`config.mk`:
```
export PLATFORM = sky130hd
export DESIGN_NAME = scancode_line_editor
export DESIGN_NICKNAME = d
export VERILOG_FILES = /design/src/hdl/sle_pkg.sv /design/src/hdl/scancode_line_editor.sv /design/src/hdl/sle_ram.sv /design/src/hdl/sle_front.sv /design/src/hdl/sle_queue.sv /design/src/hdl/sle_back.sv
export SDC_FILE = /design/constraint.sdc
export NUM_CORES = 1
export LEC_CHECK = 0
export BUFFER_PORTS_ARGS = -buffer_cell sky130_fd_sc_hd__buf_2
export CORE_ASPECT_RATIO = 1.25
export CORE_MARGIN = 5
export CORE_UTILIZATION = 57
export CTS_CLUSTER_DIAMETER = 30
export DETAILED_ROUTE_END_ITERATION = 16
export PLACE_DENSITY = 0.76
export SYNTH_ARGS = -nofsm -noshare
export SYNTH_HDL_FRONTEND = slang
export SYNTH_HIERARCHICAL = 1
export SYNTH_SLANG_ARGS = --single-unit
```
`constraint.sdc`:
```
create_clock -name clk -period 3.7 [get_ports clk]
set_input_delay 0 -clock clk [delete_from_list [all_inputs] [get_ports clk]]
set_output_delay 0 -clock clk [all_outputs]
set_load 0.01 [all_outputs]
```
`src/hdl/sle_pkg.sv`:
```
// Shared types, constants and key tables for the scancode line editor.
package sle_pkg;

    localparam int LINE_DEPTH  = 64;
    localparam int LINE_AW     = $clog2(LINE_DEPTH);
    localparam int CHAR_W      = 7;
    localparam int LIMIT_W     = 7;
    localparam int QUEUE_DEPTH = 4;
    localparam int QUEUE_AW    = $clog2(QUEUE_DEPTH);

    localparam logic [LIMIT_W-1:0] LIMIT_RESET   = 7'd64;
    localparam logic [LIMIT_W-1:0] LIMIT_CEILING = 7'(LINE_DEPTH);

    // Scan codes, set 1
    localparam logic [7:0] SC_EXT_PREFIX  = 8'hE0;
    localparam logic [7:0] SC_ARROW_LEFT  = 8'h4B;
    localparam logic [7:0] SC_ARROW_RIGHT = 8'h4D;
    localparam logic [7:0] SC_LSHIFT_MAKE = 8'h2A;
    localparam logic [7:0] SC_RSHIFT_MAKE = 8'h36;
    localparam logic [7:0] SC_LSHIFT_BRK  = 8'hAA;
    localparam logic [7:0] SC_RSHIFT_BRK  = 8'hB6;
    localparam logic [7:0] SC_CAPS_LOCK   = 8'h3A;
    localparam logic [7:0] SC_KEY_COUNT   = 8'd58;

    localparam logic [CHAR_W-1:0] ASCII_NUL = 7'd0;
    localparam logic [CHAR_W-1:0] ASCII_BS  = 7'd8;
    localparam logic [CHAR_W-1:0] ASCII_LF  = 7'd10;
    localparam logic [CHAR_W-1:0] ASCII_LC_A = 7'h61;
    localparam logic [CHAR_W-1:0] ASCII_LC_Z = 7'h7A;
    localparam logic [CHAR_W-1:0] ASCII_CASE = 7'd32;

    // Result kinds
    localparam logic [2:0] EVT_INSERT = 3'd0;
    localparam logic [2:0] EVT_DELETE = 3'd1;
    localparam logic [2:0] EVT_MOVE   = 3'd2;
    localparam logic [2:0] EVT_CHAR   = 3'd3;
    localparam logic [2:0] EVT_END    = 3'd4;

    typedef enum logic [2:0] {
        CMD_INSERT,
        CMD_DELETE,
        CMD_LEFT,
        CMD_RIGHT,
        CMD_ENTER
    } cmd_kind_t;

    typedef struct packed {
        cmd_kind_t         kind;
        logic [CHAR_W-1:0] ch;
    } cmd_t;

    function automatic logic [CHAR_W-1:0] key_lookup(input logic [5:0] code);
        logic [CHAR_W-1:0] c;
        case (code)
            6'd1:  c = 7'd27;
            6'd2:  c = 7'h31;
            6'd3:  c = 7'h32;
            6'd4:  c = 7'h33;
            6'd5:  c = 7'h34;
            6'd6:  c = 7'h35;
            6'd7:  c = 7'h36;
            6'd8:  c = 7'h37;
            6'd9:  c = 7'h38;
            6'd10: c = 7'h39;
            6'd11: c = 7'h30;
            6'd12: c = 7'h2D;
            6'd13: c = 7'h3D;
            6'd14: c = 7'd8;
            6'd15: c = 7'd9;
            6'd16: c = 7'h71;
            6'd17: c = 7'h77;
            6'd18: c = 7'h65;
            6'd19: c = 7'h72;
            6'd20: c = 7'h74;
            6'd21: c = 7'h79;
            6'd22: c = 7'h75;
            6'd23: c = 7'h69;
            6'd24: c = 7'h6F;
            6'd25: c = 7'h70;
            6'd26: c = 7'h5B;
            6'd27: c = 7'h5D;
            6'd28: c = 7'd10;
            6'd30: c = 7'h61;
            6'd31: c = 7'h73;
            6'd32: c = 7'h64;
            6'd33: c = 7'h66;
            6'd34: c = 7'h67;
            6'd35: c = 7'h68;
            6'd36: c = 7'h6A;
            6'd37: c = 7'h6B;
            6'd38: c = 7'h6C;
            6'd39: c = 7'h3B;
            6'd40: c = 7'h27;
            6'd41: c = 7'h60;
            6'd43: c = 7'h5C;
            6'd44: c = 7'h7A;
            6'd45: c = 7'h78;
            6'd46: c = 7'h63;
            6'd47: c = 7'h76;
            6'd48: c = 7'h62;
            6'd49: c = 7'h6E;
            6'd50: c = 7'h6D;
            6'd51: c = 7'h2C;
            6'd52: c = 7'h2E;
            6'd53: c = 7'h2F;
            6'd55: c = 7'h2A;
            6'd57: c = 7'h20;
            default: c = ASCII_NUL;
        endcase
        return c;
    endfunction

    function automatic logic [CHAR_W-1:0] shifted_symbol(input logic [CHAR_W-1:0] c);
        logic [CHAR_W-1:0] s;
        case (c)
            7'h31: s = 7'h21;
            7'h32: s = 7'h40;
            7'h33: s = 7'h23;
            7'h34: s = 7'h24;
            7'h35: s = 7'h25;
            7'h36: s = 7'h5E;
            7'h37: s = 7'h26;
            7'h38: s = 7'h2A;
            7'h39: s = 7'h28;
            7'h30: s = 7'h29;
            7'h2D: s = 7'h5F;
            7'h3D: s = 7'h2B;
            7'h5B: s = 7'h7B;
            7'h5D: s = 7'h7D;
            7'h3B: s = 7'h3A;
            7'h27: s = 7'h22;
            7'h2C: s = 7'h3C;
            7'h2E: s = 7'h3E;
            7'h2F: s = 7'h3F;
            7'h5C: s = 7'h7C;
            7'h60: s = 7'h7E;
            default: s = c;
        endcase
        return s;
    endfunction

endpackage

```
`src/hdl/scancode_line_editor.sv`:
```
// Top level of the scancode line editor: front end, command queue, line engine.
//
// Takes one set-1 scan code byte per input transaction and keeps an editable
// text line of up to line_limit-1 characters (at most 63). The front end
// tracks shift, caps lock and the extended prefix and accepts one byte per
// cycle while the four-entry command queue has room; bytes that only touch
// modifier flags, release codes and unmapped keys produce no result. The line
// engine works one command at a time against a single-port-write,
// registered-read line RAM, so its cost is set by that RAM port: arrow keys
// and dropped commands are done in the idle state, an insert or a backspace
// moves every character behind the point one slot through that port, and
// Enter streams the line out at one result per cycle while out_stall is low,
// ending with a line-end result. Each result sits in an output register; the
// engine takes the next command from the queue only once that register is
// empty or being read, so a result that waits on out_stall holds the engine
// while the front end keeps filling the queue. The line RAM needs no clearing
// after reset: only characters below the held length are ever read. Write
// line_limit only while the block is idle; it takes effect on the next insert.
module scancode_line_editor (
    input  logic                         clk,
    input  logic                         rst_n,
    // scan byte channel
    input  logic                         in_valid,
    output logic                         in_stall,
    input  logic [7:0]                   scan_byte,
    // configuration write channel
    input  logic                         cfg_valid,
    output logic                         cfg_ready,
    input  logic [sle_pkg::LIMIT_W-1:0]  line_limit,
    // result channel
    output logic                         out_valid,
    input  logic                         out_stall,
    output logic [2:0]                   event_kind,
    output logic [sle_pkg::CHAR_W-1:0]   char_code,
    output logic [sle_pkg::LINE_AW-1:0]  edit_point,
    output logic [sle_pkg::LINE_AW-1:0]  line_length,
    output logic                         last_of_run
);
    import sle_pkg::*;

    logic [LIMIT_W-1:0] line_limit_reg;
    logic               q_push;
    cmd_t               q_push_cmd;
    logic               q_full;
    logic               q_pop;
    logic               q_empty;
    cmd_t               q_head;

    // Always take configuration writes; hold the limit until the next one.
    assign cfg_ready = 1'b1;

    always_ff @(posedge clk or negedge rst_n)
    begin
        if (!rst_n)
        begin
            line_limit_reg <= LIMIT_RESET;
        end
        else if (cfg_valid && cfg_ready)
        begin
            line_limit_reg <= line_limit;
        end
    end

    // Classify scan bytes into editing commands.
    sle_front u_front (
        .clk       (clk),
        .rst_n     (rst_n),
        .in_valid  (in_valid),
        .in_stall  (in_stall),
        .scan_byte (scan_byte),
        .q_full    (q_full),
        .push      (q_push),
        .push_cmd  (q_push_cmd)
    );

    // Decouple the front end from the line engine.
    sle_queue u_queue (
        .clk      (clk),
        .rst_n    (rst_n),
        .push     (q_push),
        .push_cmd (q_push_cmd),
        .full     (q_full),
        .pop      (q_pop),
        .empty    (q_empty),
        .head     (q_head)
    );

    // Carry out commands on the line and drive results.
    sle_back u_back (
        .clk            (clk),
        .rst_n          (rst_n),
        .line_limit_cfg (line_limit_reg),
        .q_empty        (q_empty),
        .q_head         (q_head),
        .q_pop          (q_pop),
        .out_valid      (out_valid),
        .out_stall      (out_stall),
        .event_kind     (event_kind),
        .char_code      (char_code),
        .edit_point     (edit_point),
        .line_length    (line_length),
        .last_of_run    (last_of_run)
    );

endmodule

```
`src/hdl/sle_ram.sv`:
```
// Generic single-write, single-read RAM with registered read data.
module sle_ram #(
    parameter int WIDTH = 8,
    parameter int DEPTH = 64
) (
    input  logic                     clk,
    input  logic                     we,
    input  logic [$clog2(DEPTH)-1:0] waddr,
    input  logic [WIDTH-1:0]         wdata,
    input  logic                     re,
    input  logic [$clog2(DEPTH)-1:0] raddr,
    output logic [WIDTH-1:0]         rdata
);

    logic [WIDTH-1:0] mem [DEPTH];

    always_ff @(posedge clk)
    begin
        if (we)
        begin
            mem[waddr] <= wdata;
        end
        if (re)
        begin
            rdata <= mem[raddr];
        end
    end

endmodule

```
`src/hdl/sle_front.sv`:
```
// Front end: accept scan bytes, track modifier flags, classify into commands.
module sle_front (
    input  logic          clk,
    input  logic          rst_n,
    input  logic          in_valid,
    output logic          in_stall,
    input  logic [7:0]    scan_byte,
    input  logic          q_full,
    output logic          push,
    output sle_pkg::cmd_t push_cmd
);
    import sle_pkg::*;

    logic              shift_reg, shift_next;
    logic              caps_reg, caps_next;
    logic              ext_reg, ext_next;
    logic              accept;
    logic [CHAR_W-1:0] base_char;
    logic [CHAR_W-1:0] char_mod;

    assign in_stall = q_full;
    assign accept   = in_valid && !q_full;

    always_comb
    begin
        base_char = key_lookup(scan_byte[5:0]);
        if (base_char >= ASCII_LC_A && base_char <= ASCII_LC_Z)
        begin
            char_mod = (shift_reg != caps_reg) ? base_char - ASCII_CASE : base_char;
        end
        else if (shift_reg)
        begin
            char_mod = shifted_symbol(base_char);
        end
        else
        begin
            char_mod = base_char;
        end
    end

    always_comb
    begin
        shift_next    = shift_reg;
        caps_next     = caps_reg;
        ext_next      = ext_reg;
        push          = 1'b0;
        push_cmd.kind = CMD_INSERT;
        push_cmd.ch   = char_mod;
        if (accept)
        begin
            if (ext_reg)
            begin
                ext_next = 1'b0;
                if (scan_byte == SC_ARROW_LEFT)
                begin
                    push          = 1'b1;
                    push_cmd.kind = CMD_LEFT;
                end
                else if (scan_byte == SC_ARROW_RIGHT)
                begin
                    push          = 1'b1;
                    push_cmd.kind = CMD_RIGHT;
                end
            end
            else if (scan_byte == SC_EXT_PREFIX)
            begin
                ext_next = 1'b1;
            end
            else if (scan_byte == SC_LSHIFT_MAKE || scan_byte == SC_RSHIFT_MAKE)
            begin
                shift_next = 1'b1;
            end
            else if (scan_byte == SC_LSHIFT_BRK || scan_byte == SC_RSHIFT_BRK)
            begin
                shift_next = 1'b0;
            end
            else if (scan_byte == SC_CAPS_LOCK)
            begin
                caps_next = !caps_reg;
            end
            else if (scan_byte < SC_KEY_COUNT && base_char != ASCII_NUL)
            begin
                // release codes all sit above the key table
                push = 1'b1;
                if (char_mod == ASCII_LF)
                begin
                    push_cmd.kind = CMD_ENTER;
                end
                else if (char_mod == ASCII_BS)
                begin
                    push_cmd.kind = CMD_DELETE;
                end
            end
        end
    end

    always_ff @(posedge clk or negedge rst_n)
    begin
        if (!rst_n)
        begin
            shift_reg <= 1'b0;
            caps_reg  <= 1'b0;
            ext_reg   <= 1'b0;
        end
        else
        begin
            shift_reg <= shift_next;
            caps_reg  <= caps_next;
            ext_reg   <= ext_next;
        end
    end

endmodule

```
`src/hdl/sle_queue.sv`:
```
// Short command queue between the front end and the line engine.
module sle_queue (
    input  logic          clk,
    input  logic          rst_n,
    input  logic          push,
    input  sle_pkg::cmd_t push_cmd,
    output logic          full,
    input  logic          pop,
    output logic          empty,
    output sle_pkg::cmd_t head
);
    import sle_pkg::*;

    cmd_t                entry_reg [QUEUE_DEPTH];
    logic [QUEUE_AW-1:0] wr_ptr_reg, wr_ptr_next;
    logic [QUEUE_AW-1:0] rd_ptr_reg, rd_ptr_next;
    logic [QUEUE_AW:0]   count_reg, count_next;
    logic                do_push, do_pop;

    assign full    = (count_reg == (QUEUE_AW+1)'(QUEUE_DEPTH));
    assign empty   = (count_reg == '0);
    assign head    = entry_reg[rd_ptr_reg];
    assign do_push = push && !full;
    assign do_pop  = pop && !empty;

    always_comb
    begin
        wr_ptr_next = do_push ? wr_ptr_reg + 1'b1 : wr_ptr_reg;
        rd_ptr_next = do_pop ? rd_ptr_reg + 1'b1 : rd_ptr_reg;
        count_next  = count_reg;
        if (do_push && !do_pop)
        begin
            count_next = count_reg + 1'b1;
        end
        else if (do_pop && !do_push)
        begin
            count_next = count_reg - 1'b1;
        end
    end

    always_ff @(posedge clk)
    begin
        if (do_push)
        begin
            entry_reg[wr_ptr_reg] <= push_cmd;
        end
    end

    always_ff @(posedge clk or negedge rst_n)
    begin
        if (!rst_n)
        begin
            wr_ptr_reg <= '0;
            rd_ptr_reg <= '0;
            count_reg  <= '0;
        end
        else
        begin
            wr_ptr_reg <= wr_ptr_next;
            rd_ptr_reg <= rd_ptr_next;
            count_reg  <= count_next;
        end
    end

endmodule

```
`src/hdl/sle_back.sv`:
```
// Line engine: carry out commands on the line buffer and drive results.
module sle_back (
    input  logic                         clk,
    input  logic                         rst_n,
    input  logic [sle_pkg::LIMIT_W-1:0]  line_limit_cfg,
    input  logic                         q_empty,
    input  sle_pkg::cmd_t                q_head,
    output logic                         q_pop,
    output logic                         out_valid,
    input  logic                         out_stall,
    output logic [2:0]                   event_kind,
    output logic [sle_pkg::CHAR_W-1:0]   char_code,
    output logic [sle_pkg::LINE_AW-1:0]  edit_point,
    output logic [sle_pkg::LINE_AW-1:0]  line_length,
    output logic                         last_of_run
);
    import sle_pkg::*;

    typedef enum logic [4:0] {
        ST_IDLE = 5'b00001,
        ST_INS  = 5'b00010,
        ST_DEL  = 5'b00100,
        ST_READ = 5'b01000,
        ST_EMIT = 5'b10000
    } state_t;

    state_t              state_reg, state_next;
    logic [LINE_AW-1:0]  held_reg, held_next;
    logic [LINE_AW-1:0]  point_reg, point_next;
    logic [LINE_AW-1:0]  idx_reg, idx_next;
    logic [LINE_AW-1:0]  emit_idx_reg, emit_idx_next;
    logic [LINE_AW-1:0]  wr_addr_reg, wr_addr_next;
    logic                rd_pend_reg, rd_pend_next;
    logic [2:0]          res_kind_reg, res_kind_next;
    logic [CHAR_W-1:0]   res_char_reg, res_char_next;

    logic                out_valid_reg;
    logic [2:0]          out_kind_reg, out_kind_next;
    logic [CHAR_W-1:0]   out_char_reg, out_char_next;
    logic [LINE_AW-1:0]  out_point_reg, out_point_next;
    logic [LINE_AW-1:0]  out_len_reg, out_len_next;
    logic                out_last_reg, out_last_next;
    logic                out_load;
    logic                load_ok;

    logic                ram_we;
    logic [LINE_AW-1:0]  ram_waddr;
    logic [CHAR_W-1:0]   ram_wdata;
    logic                ram_re;
    logic [LINE_AW-1:0]  ram_raddr;
    logic [CHAR_W-1:0]   ram_rdata;

    logic [LIMIT_W-1:0]  lim_clip;
    logic [LIMIT_W-1:0]  capacity;

    sle_ram #(
        .WIDTH (CHAR_W),
        .DEPTH (LINE_DEPTH)
    ) u_line_ram (
        .clk   (clk),
        .we    (ram_we),
        .waddr (ram_waddr),
        .wdata (ram_wdata),
        .re    (ram_re),
        .raddr (ram_raddr),
        .rdata (ram_rdata)
    );

    assign load_ok = !out_valid_reg || !out_stall;

    always_comb
    begin
        lim_clip = (line_limit_cfg > LIMIT_CEILING) ? LIMIT_CEILING : line_limit_cfg;
        capacity = (lim_clip < 7'd2) ? '0 : lim_clip - 1'b1;
    end

    always_comb
    begin
        state_next     = state_reg;
        held_next      = held_reg;
        point_next     = point_reg;
        idx_next       = idx_reg;
        emit_idx_next  = emit_idx_reg;
        wr_addr_next   = wr_addr_reg;
        rd_pend_next   = rd_pend_reg;
        res_kind_next  = res_kind_reg;
        res_char_next  = res_char_reg;
        q_pop          = 1'b0;
        out_load       = 1'b0;
        out_kind_next  = out_kind_reg;
        out_char_next  = out_char_reg;
        out_point_next = out_point_reg;
        out_len_next   = out_len_reg;
        out_last_next  = out_last_reg;
        ram_we         = 1'b0;
        ram_waddr      = wr_addr_reg;
        ram_wdata      = ram_rdata;
        ram_re         = 1'b0;
        ram_raddr      = idx_reg;

        case (state_reg)
            ST_IDLE:
            begin
                if (!q_empty && load_ok)
                begin
                    q_pop        = 1'b1;
                    rd_pend_next = 1'b0;
                    case (q_head.kind)
                        CMD_LEFT:
                        begin
                            if (point_reg != '0)
                            begin
                                point_next     = point_reg - 1'b1;
                                out_load       = 1'b1;
                                out_kind_next  = EVT_MOVE;
                                out_char_next  = ASCII_NUL;
                                out_point_next = point_reg - 1'b1;
                                out_len_next   = held_reg;
                                out_last_next  = 1'b1;
                            end
                        end
                        CMD_RIGHT:
                        begin
                            if (point_reg < held_reg)
                            begin
                                point_next     = point_reg + 1'b1;
                                out_load       = 1'b1;
                                out_kind_next  = EVT_MOVE;
                                out_char_next  = ASCII_NUL;
                                out_point_next = point_reg + 1'b1;
                                out_len_next   = held_reg;
                                out_last_next  = 1'b1;
                            end
                        end
                        CMD_DELETE:
                        begin
                            if (point_reg != '0)
                            begin
                                idx_next   = point_reg;
                                state_next = ST_DEL;
                            end
                        end
                        CMD_INSERT:
                        begin
                            if ({1'b0, held_reg} < capacity)
                            begin
                                idx_next      = held_reg;
                                res_char_next = q_head.ch;
                                state_next    = ST_INS;
                            end
                        end
                        CMD_ENTER:
                        begin
                            idx_next   = '0;
                            state_next = ST_READ;
                        end
                        default:
                        begin
                            state_next = ST_IDLE;
                        end
                    endcase
                end
            end

            // Move the tail up one slot, top down, then drop the new char in.
            ST_INS:
            begin
                if (rd_pend_reg)
                begin
                    ram_we = 1'b1;
                end
                if (idx_reg > point_reg)
                begin
                    ram_re       = 1'b1;
                    ram_raddr    = idx_reg - 1'b1;
                    wr_addr_next = idx_reg;
                    idx_next     = idx_reg - 1'b1;
                    rd_pend_next = 1'b1;
                end
                else if (!rd_pend_reg)
                begin
                    ram_we        = 1'b1;
                    ram_waddr     = point_reg;
                    ram_wdata     = res_char_reg;
                    held_next     = held_reg + 1'b1;
                    point_next    = point_reg + 1'b1;
                    res_kind_next = EVT_INSERT;
                    state_next    = ST_EMIT;
                end
                else
                begin
                    rd_pend_next = 1'b0;
                end
            end

            // Move the tail down one slot, bottom up.
            ST_DEL:
            begin
                if (rd_pend_reg)
                begin
                    ram_we = 1'b1;
                end
                if (idx_reg < held_reg)
                begin
                    ram_re       = 1'b1;
                    ram_raddr    = idx_reg;
                    wr_addr_next = idx_reg - 1'b1;
                    idx_next     = idx_reg + 1'b1;
                    rd_pend_next = 1'b1;
                end
                else if (!rd_pend_reg)
                begin
                    held_next     = held_reg - 1'b1;
                    point_next    = point_reg - 1'b1;
                    res_kind_next = EVT_DELETE;
                    res_char_next = ASCII_NUL;
                    state_next    = ST_EMIT;
                end
                else
                begin
                    rd_pend_next = 1'b0;
                end
            end

            // Stream the line out; read data holds in the RAM while stalled.
            ST_READ:
            begin
                if (rd_pend_reg && load_ok)
                begin
                    out_load       = 1'b1;
                    out_kind_next  = EVT_CHAR;
                    out_char_next  = ram_rdata;
                    out_point_next = emit_idx_reg;
                    out_len_next   = held_reg;
                    out_last_next  = 1'b0;
                    rd_pend_next   = 1'b0;
                end
                if (idx_reg < held_reg && (!rd_pend_reg || load_ok))
                begin
                    ram_re        = 1'b1;
                    ram_raddr     = idx_reg;
                    emit_idx_next = idx_reg;
                    idx_next      = idx_reg + 1'b1;
                    rd_pend_next  = 1'b1;
                end
                else if (idx_reg == held_reg && !rd_pend_reg && load_ok)
                begin
                    out_load       = 1'b1;
                    out_kind_next  = EVT_END;
                    out_char_next  = ASCII_NUL;
                    out_point_next = '0;
                    out_len_next   = '0;
                    out_last_next  = 1'b1;
                    held_next      = '0;
                    point_next     = '0;
                    state_next     = ST_IDLE;
                end
            end

            ST_EMIT:
            begin
                if (load_ok)
                begin
                    out_load       = 1'b1;
                    out_kind_next  = res_kind_reg;
                    out_char_next  = res_char_reg;
                    out_point_next = point_reg;
                    out_len_next   = held_reg;
                    out_last_next  = 1'b1;
                    state_next     = ST_IDLE;
                end
            end

            default:
            begin
                state_next = ST_IDLE;
            end
        endcase
    end

    always_ff @(posedge clk or negedge rst_n)
    begin
        if (!rst_n)
        begin
            state_reg     <= ST_IDLE;
            held_reg      <= '0;
            point_reg     <= '0;
            rd_pend_reg   <= 1'b0;
            out_valid_reg <= 1'b0;
        end
        else
        begin
            state_reg   <= state_next;
            held_reg    <= held_next;
            point_reg   <= point_next;
            rd_pend_reg <= rd_pend_next;
            if (out_load)
            begin
                out_valid_reg <= 1'b1;
            end
            else if (!out_stall)
            begin
                out_valid_reg <= 1'b0;
            end
        end
    end

    always_ff @(posedge clk)
    begin
        idx_reg       <= idx_next;
        emit_idx_reg  <= emit_idx_next;
        wr_addr_reg   <= wr_addr_next;
        res_kind_reg  <= res_kind_next;
        res_char_reg  <= res_char_next;
        out_kind_reg  <= out_kind_next;
        out_char_reg  <= out_char_next;
        out_point_reg <= out_point_next;
        out_len_reg   <= out_len_next;
        out_last_reg  <= out_last_next;
    end

    assign out_valid   = out_valid_reg;
    assign event_kind  = out_kind_reg;
    assign char_code   = out_char_reg;
    assign edit_point  = out_point_reg;
    assign line_length = out_len_reg;
    assign last_of_run = out_last_reg;

endmodule
```
==> results of run 1 <==
-- cells by family (layout without fill, tap and decap cells) --
kind of cell	after synthesis	count (layout)	share of synthesized area, %
flip-flops	580	580	64.1
AND/OR/NAND/NOR	444	444	8.66
AO/OA/AOI/OAI	286	286	8.01
multiplexers	189	190	13.0
buffers and inverters	141	451	2.71
adder cells (fa/ha/maj)	51	51	2.43
XOR/XNOR	32	32	1.04
other	1	1	0.0140
-- cell type report --
class	count	share of cell area, %
multi-input combinational	1004	28.2
tap	637	2.45
timing repair buffer	249	6.33
inverter	40	0.461
clock buffer	94	6.82
sequential	580	52.9
clock inverter	68	2.90
-- power breakdown --
part,internal (mW),switching [mW]
Combinational,2.68,3.42
Sequential,7.70,0.262
Clock,5.57,3.20
Total,15.9,6.88
-- worst max path at each step --
stage / from / endpoint / slack [ns] / cells past startpoint
2_1_floorplan: u_back/point_reg[4] / u_back/u_line_ram/mem[17][0] / 0.004 / 14
3_3_place_gp: u_back/point_reg[4] / u_back/u_line_ram/rdata[0] / -0.03 / 13
3_5_place_dp: u_back/point_reg[1] / u_back/u_line_ram/rdata[2] / -0.001 / 14
4_1_cts: u_back/point_reg[1] / u_back/u_line_ram/rdata[4] / 0.03 / 12
5_1_grt: u_back/point_reg[4] / u_back/u_line_ram/rdata[4] / -0.1 / 14
6_report: u_back/point_reg[4] / u_back/u_line_ram/rdata[0] / 0.002 / 14
-- cell usage in the layout, fill, tap and decap left out, types with 26 or more instances in the layout --
cell,count
edfxtp_1,544
buf_4,162
mux4_2,123
nor2_1,107
clkbuf_16,90
nand2_1,87
ha_1,48
buf_2,44
a21oi_1,43
o21ai_0,41
inv_1,38
mux2i_1,38
dfrtp_1,34
nand3_1,32
o22ai_1,30
nor3_1,26
-- metal layers --
layer | GRT usage (%) | vias to the layer above | wire length (um)
met5 | 0 | - | 0
met4 | 11.0 | 0 | 3140
met3 | 5.67 | 220 | 6230
met2 | 44.1 | 977 | 34800
met1 | 35.3 | 8551 | 25700
li1 | - | 7347 | -
-- Yosys cell counts, types with 9 or more instances --
cell      number  share of area, %
edfxtp_1     544                61
nor2_1       129               1.8
mux4_2       123                10
nand2_1       88               1.2
ha_1          48               2.2
clkbuf_1      45              0.63
a21oi_1       43              0.80
o21ai_0       43              0.80
mux2i_1       41               1.5
inv_1         38              0.53
dfrtp_1       34               3.2
nand3_1       32              0.60
o22ai_1       30              0.70
buf_2         29              0.54
nor3_1        27              0.50
xnor2_1       23              0.75
nand2b_1      21              0.49
and2_1        17              0.40
mux2_2        17              0.71
o31ai_1       15              0.42
nand3b_1      14              0.39
a211oi_1      13              0.36
a22oi_1       13              0.36
and3_1        13              0.30
buf_6         13              0.54
nand4_1       13              0.30
or3_1         12              0.28
nor2b_1       10              0.23
nor3b_1       10              0.28
o221ai_1      10              0.33
o21ai_1        9              0.17
xor2_1         9              0.29
-- critical path: cells and delay by family, from the launching register on --
| family | cells | cell delay (ns) |
|---|---|---|
| AO/OA/AOI/OAI | 5 | 0.98 |
| multiplexers | 2 | 0.88 |
| buffers and inverters | 3 | 0.45 |
| AND/OR/NAND/NOR | 3 | 0.42 |
| flip-flops | 1 | 0.37 |
| adder cells (fa/ha/maj) | 1 | 0.31 |
-- repair_timing --
action	4_1_cts	5_1_grt
setup buffers	0	9
hold buffers	23	0
gates resized for setup	5	23
endpoints found under the hold margin	56	0
pin swaps	1	5
cloned	0	3
setup endpoints to repair	4	108
-- per-stage QoR --
| stage | worst slack, ns | hold WS, ns | TNS, ns | cell area [um^2] | util, % |
|---|---|---|---|---|---|
| floorplan | 0.00383 | -0.296 | 0 | 27000 | - |
| global placement | -0.0292 | 0.160 | -0.0521 | 28900 | 61.5 |
| detailed placement | -0.00127 | 0.177 | -0.00127 | 28900 | 61.5 |
| CTS | 0.0321 | 0.0181 | 0 | 32300 | 68.8 |
| global route | -0.0982 | 0.0904 | -0.449 | 32600 | 69.4 |
| finish | 0.00229 | 0.0276 | 0 | 32600 | 69.4 |
==> summary.txt, run 1 <==
Setup path
  – Slowest CP cell: mux4_2
  – Reg2reg start: u_back/point_reg[4]
  – Critical Path AT: 4.08 ns
  – R2r worst-path depth: 14
  – R2R setup slack: 0.002 ns
  – CP cell instances: inv_1 > ha_1 > a21o_1 > a21o_1 > o21a_1 > nand2_2 > nand2_1 > o21ai_4 > buf_12 > buf_12 > mux4_2 > o22ai_1 > nor4_2 > mux2_2
  – Startpoint Class: flop
  – CP Class: reg2reg
  – CP Max Fanout: 25
  – Slowest stage delay, CP: 0.59 ns
  – CP endpoint kind: flop
  – Reg2reg end: u_back/u_line_ram/rdata[0]
  – Worst Path Required: 4.08 ns

Clocking
  – Reg clk slew, reported paths: 0.06 ns
  – Num CTS Buffers: 88
  – TritonCTS clock tree: built
  – Root Buffer Master: clkbuf_16
  – Clock net sink count: 580
  – Clock latency on the worst-skew pair: 0.64 ns
  – Clock buffer depth: 3
  – H-tree level count: 3

Finish
  – Antenna fix cells: 0
  – Layout Cells excl Fill: 2,672
  – Area grow syn2layout: 21.3%
  – Register area: 17,200 um^2
  – Largest register FFs: 448
  – Fill cells: 2,931
  – Multi-input gate area: 9180 um^2
  – Layout cells sized above 1: 31.1%
  – Final net count: 2,033

Power and ir drop
  – Leak: 11.4 nW
  – Power Total: 22.8 mW
  – Power per cell area: 700 nW/um^2
  – Max VDD drop: 399 uV

Floorplanning
  – Initial Util: 57.2%
  – Rows: 89
  – Die Y: 253 um
  – Core area: 47,000 um^2
  – Io pins: 46
  – DIE AREA: 51,600 um^2
  – Die width: 204 um

Route
  – Vias: 17,100
  – Number of DRC markers in iteration 0: 2,080
  – WL/cell: 26.1 um
  – WL final: 69,900 um
  – Final ANT Viol Nets: 0
  – DR pass1 iterations: 6
  – Drt drc: 0
  – Post-DR vias/cell: 6.40

Yosys
  – Synth Flop Type: edfxtp_1
  – Warnings, synthesis: 6
  – Yosys reg bits: 580
  – Post-synth EDFFs: 544
  – Share of flip-flops with an asynchronous set or reset: 6.21%
  – Synth Instances: 1,724
  – Mapped cell area: 26,900 um^2
  – Post-synthesis cell type count: 117
  – Syn Area/Cell: 15.6 um^2
  – Seq/Total Area, Yosys: 64.1%
  – Post-synth net total: 1,794

Global routing
  – Vias in the first global route: 17,300
  – First-pass GRT wire length: 106,000 um
  – Gr usage total: 26.8%
  – Largest net degree at the start of global routing: 65
  – Initial antenna violation count: 0
  – Grt ovf: 0

STA
  – Tmin final: 3.70 ns
  – Maximum clock frequency: 270 MHz
  – Relative slew slack: 10.0%
  – Endpoints failing setup: 0
  – Worst-margin pin slew: 1.35 ns
  – Crit share post-route: 99.9%
  – Skew final: 0.0351 ns
  – Max-slew violations: 0
  – Fin. Hold Viols: 0

Placement
  – Placed insts: 2,475
  – Routability cong.: 0.955
  – Hpwl dp: 43,300 um
  – # port buffers: 44

Run status
  – Status: completed

Run
  – Max-Cap Viols: 0

Min path
  – HP Class: in2async
Power figures use the tool's default switching activity.
==> run 2: changes to the inputs <==
Settings changed: CORE_UTILIZATION 57 to 59, CTS_BUF_LIST set to sky130_fd_sc_hd__clkbuf_4 sky130_fd_sc_hd__clkbuf_8, PLACE_DENSITY 0.76 to 0.78.
==> run 2 against run 1 <==
- sequential power hardly changed
- maximum frequency rose by 1.0%
- combinational power fell by 3.3%
- final area down 4.0%
- critical path type unchanged
- first-iteration DRC count shrank 12%
- hold slack improved by 0.14 ns
==> summary.txt, run 2 (same netlist as run 1, synthesis figures left out) <==
Run status
  – Status: completed

Floorplanning
  – Die Y: 249 um (-1.6%)
  – Die width: 201 um (-1.6%)
  – Io pins: 46 (unchanged)
  – DIE AREA: 49,900 um^2 (-3.2%)
  – Rows: 87 (-2.2%)
  – Initial Util: 59.6% (+2.4 points)
  – Core area: 45,100 um^2 (-4.1%)

Route
  – WL/cell: 24.8 um (-5.0%)
  – WL final: 65,100 um (-6.9%)
  – DR pass1 iterations: 6 (unchanged)
  – Number of DRC markers in iteration 0: 1,823 (-12%)
  – Drt drc: 0 (unchanged)
  – Final ANT Viol Nets: 0 (unchanged)
  – Post-DR vias/cell: 6.43 (+0.54%)
  – Vias: 16,800 (-1.5%)

STA
  – Final worst slack: 0.0404 ns (+0.0382 ns)
  – Max-slew violations: 0 (unchanged)
  – Maximum clock frequency: 273 MHz (+1.0%)
  – Skew final: 0.0393 ns (+0.00421 ns)
  – Fin. Hold Viols: 0 (unchanged)
  – Worst-margin pin slew: 1.23 ns (-0.116 ns)
  – Tmin final: 3.66 ns (-0.0382 ns)
  – RSZ-0062 raised after global routing: yes
  – Relative slew slack: 17.8% (+7.8 points)
  – Crit share post-route: 98.9% (-1.0 points)
  – Endpoints failing setup: 0 (unchanged)

Finish
  – Commonest non-fill, non-tap cells in the layout: edfxtp_1, buf_4, mux4_2, nor2_1, clkbuf_8
  – Fill cells: 2,794 (-4.7%)
  – Register area: 17,200 um^2 (unchanged)
  – Most common cell after layout, fill and taps aside: edfxtp_1
  – Final net count: 2,031 (-0.098%)
  – Multi-input gate area: 9110 um^2 (-0.72%)
  – Layout cells sized above 1: 30.1% (-0.96 points)
  – Largest register FFs: 448 (unchanged)
  – Post-route cell area: 31,300 um^2 (-4.0%)
  – Area grow syn2layout: 16.4%

Setup path
  – CP endpoint kind: flop
  – Critical Path AT: 4.00 ns (-0.08 ns)
  – CP Max Fanout: 9 (-64%)
  – CP Class: reg2reg
  – Startpoint Class: flop
  – Worst Path Required: 4.04 ns (-0.04 ns)

Placement
  – Hpwl dp: 43,600 um (+0.77%)
  – # port buffers: 44 (unchanged)
  – Routability cong.: 0.937 (-1.9%)
  – Worst slack, placed: 0.0125 ns (+0.0137 ns)
  – Cell Area, Placed: 28,800 um^2 (-0.43%)

Clocking
  – H-tree level count: 3 (unchanged)
  – TritonCTS clock tree: built
  – Root Buffer Master: clkbuf_8
  – Num CTS Buffers: 95 (+8.0%)
  – Reg clk slew, reported paths: 0.06 ns (about the same)
  – Clock latency on the worst-skew pair: 0.70 ns (+0.06 ns)
  – Clock buffer depth: 3 (unchanged)
  – Clock net sink count: 580 (unchanged)

Power and ir drop
  – Sequential share of power: 40.0% (+5.1 points)
  – Sw Share: 31.2% (+1.1 points)
  – Power per cell area: 637 nW/um^2 (-9.1%)
  – Clock Power Share: 30.4% (-8.0 points)
  – Power Total: 19.9 mW (-13%)
  – Leak: 10.9 nW (-4.6%)
  – Max VDD drop: 287 uV (-28%)
  – Comb power frac: 29.6% (+2.9 points)
  – Internal power: 13.7 mW (-14%)
  – Switch Pwr: 6.22 mW (-9.6%)

Global routing
  – Gr usage total: 25.8% (-1.0 points)
  – Vias in the first global route: 16,900 (-2.4%)
  – First-pass GRT wire length: 99,700 um (-5.6%)
  – Grt ovf: 0 (unchanged)
  – Initial antenna violation count: 1 (+1)
  – Largest net degree at the start of global routing: 65 (unchanged)

Run
  – Max-Cap Viols: 0 (unchanged)

Min path
  – HP Class: in2reg
==> run 2: final timing paths <==
kind                                     start                          end  slack [ns]  depth (start not counted)
min in group asynchronous                rst_n            line_limit_reg[6]        0.49                          3
max reg2reg                u_back/point_reg[4]  u_back/u_line_ram/mem[8][4]        0.04                         10
min reg2reg                   u_front/caps_reg             u_front/caps_reg        0.49                          1
max                        u_back/point_reg[4]  u_back/u_line_ram/mem[8][4]        0.04                         10
min                               scan_byte[2]      u_queue/entry_reg[0][8]        0.16                          4
max in group asynchronous                rst_n          u_back/point_reg[5]        2.96                          4
==> run 2: metal layers <==
layer	GRT usage, %	share of wire (%)
met1	33.6	37
met2	42.4	50
met3	5.43	8.9
met4	11.3	4.0
met5	0	0
==> run 2: through the flow <==
| step | instances | setup TNS [ns] | hold slack, ns | utilization [%] |
|---|---|---|---|---|
| 2_1_floorplan | 1724 | 0 | -0.296 | - |
| 3_3_place_gp | 2411 | 0 | 0.150 | 63.9 |
| 3_5_place_dp | 2411 | 0 | 0.166 | 63.9 |
| 4_1_cts | 2614 | 0 | 0.134 | 69.2 |
| 5_1_grt | 2619 | -1.78 | 0.183 | 69.4 |
| 6_report | 2619 | 0 | 0.164 | 69.4 |
==> run 2: cell type report <==
type | instances | share of cell area (%)
sequential | 580 | 55.1
multi-input combinational | 1003 | 29.1
timing repair buffer | 241 | 6.21
clock buffer | 108 | 4.51
tap | 578 | 2.31
clock inverter | 68 | 2.23
inverter | 40 | 0.480
antenna | 1 | 0.00800
==> run 2: repair_timing <==
item                                   in CTS  in global routing
setup endpoints to repair                   1                 77
gates resized for setup                     2                 10
setup buffers                               0                  4
pin swaps                                   0                  3
endpoints found under the hold margin      63                  0
hold buffers                               27                  0
==> run 2: power by group through the flow <==
stage	sequential (mW)	combinational (mW)	clock [mW]
finish	7.96	5.90	6.06
global route	8.00	6.33	6.50
CTS	7.96	5.78	6.15
detailed placement	8.09	5.70	0
global placement	8.07	5.56	0
floorplan	8.09	3.80	0
==> run 2: worst max-delay path, cell delays in order, from the launching register on <==
cell and delay (ns):
dfrtp_1 0.38, inv_1 0.10, ha_1 0.26, a21o_1 0.19
a21o_1 0.19, o21a_1 0.22, nor3_4 0.22, mux2_2 0.44
or3_1 0.40, or2_2 0.46, nor2_2 0.43
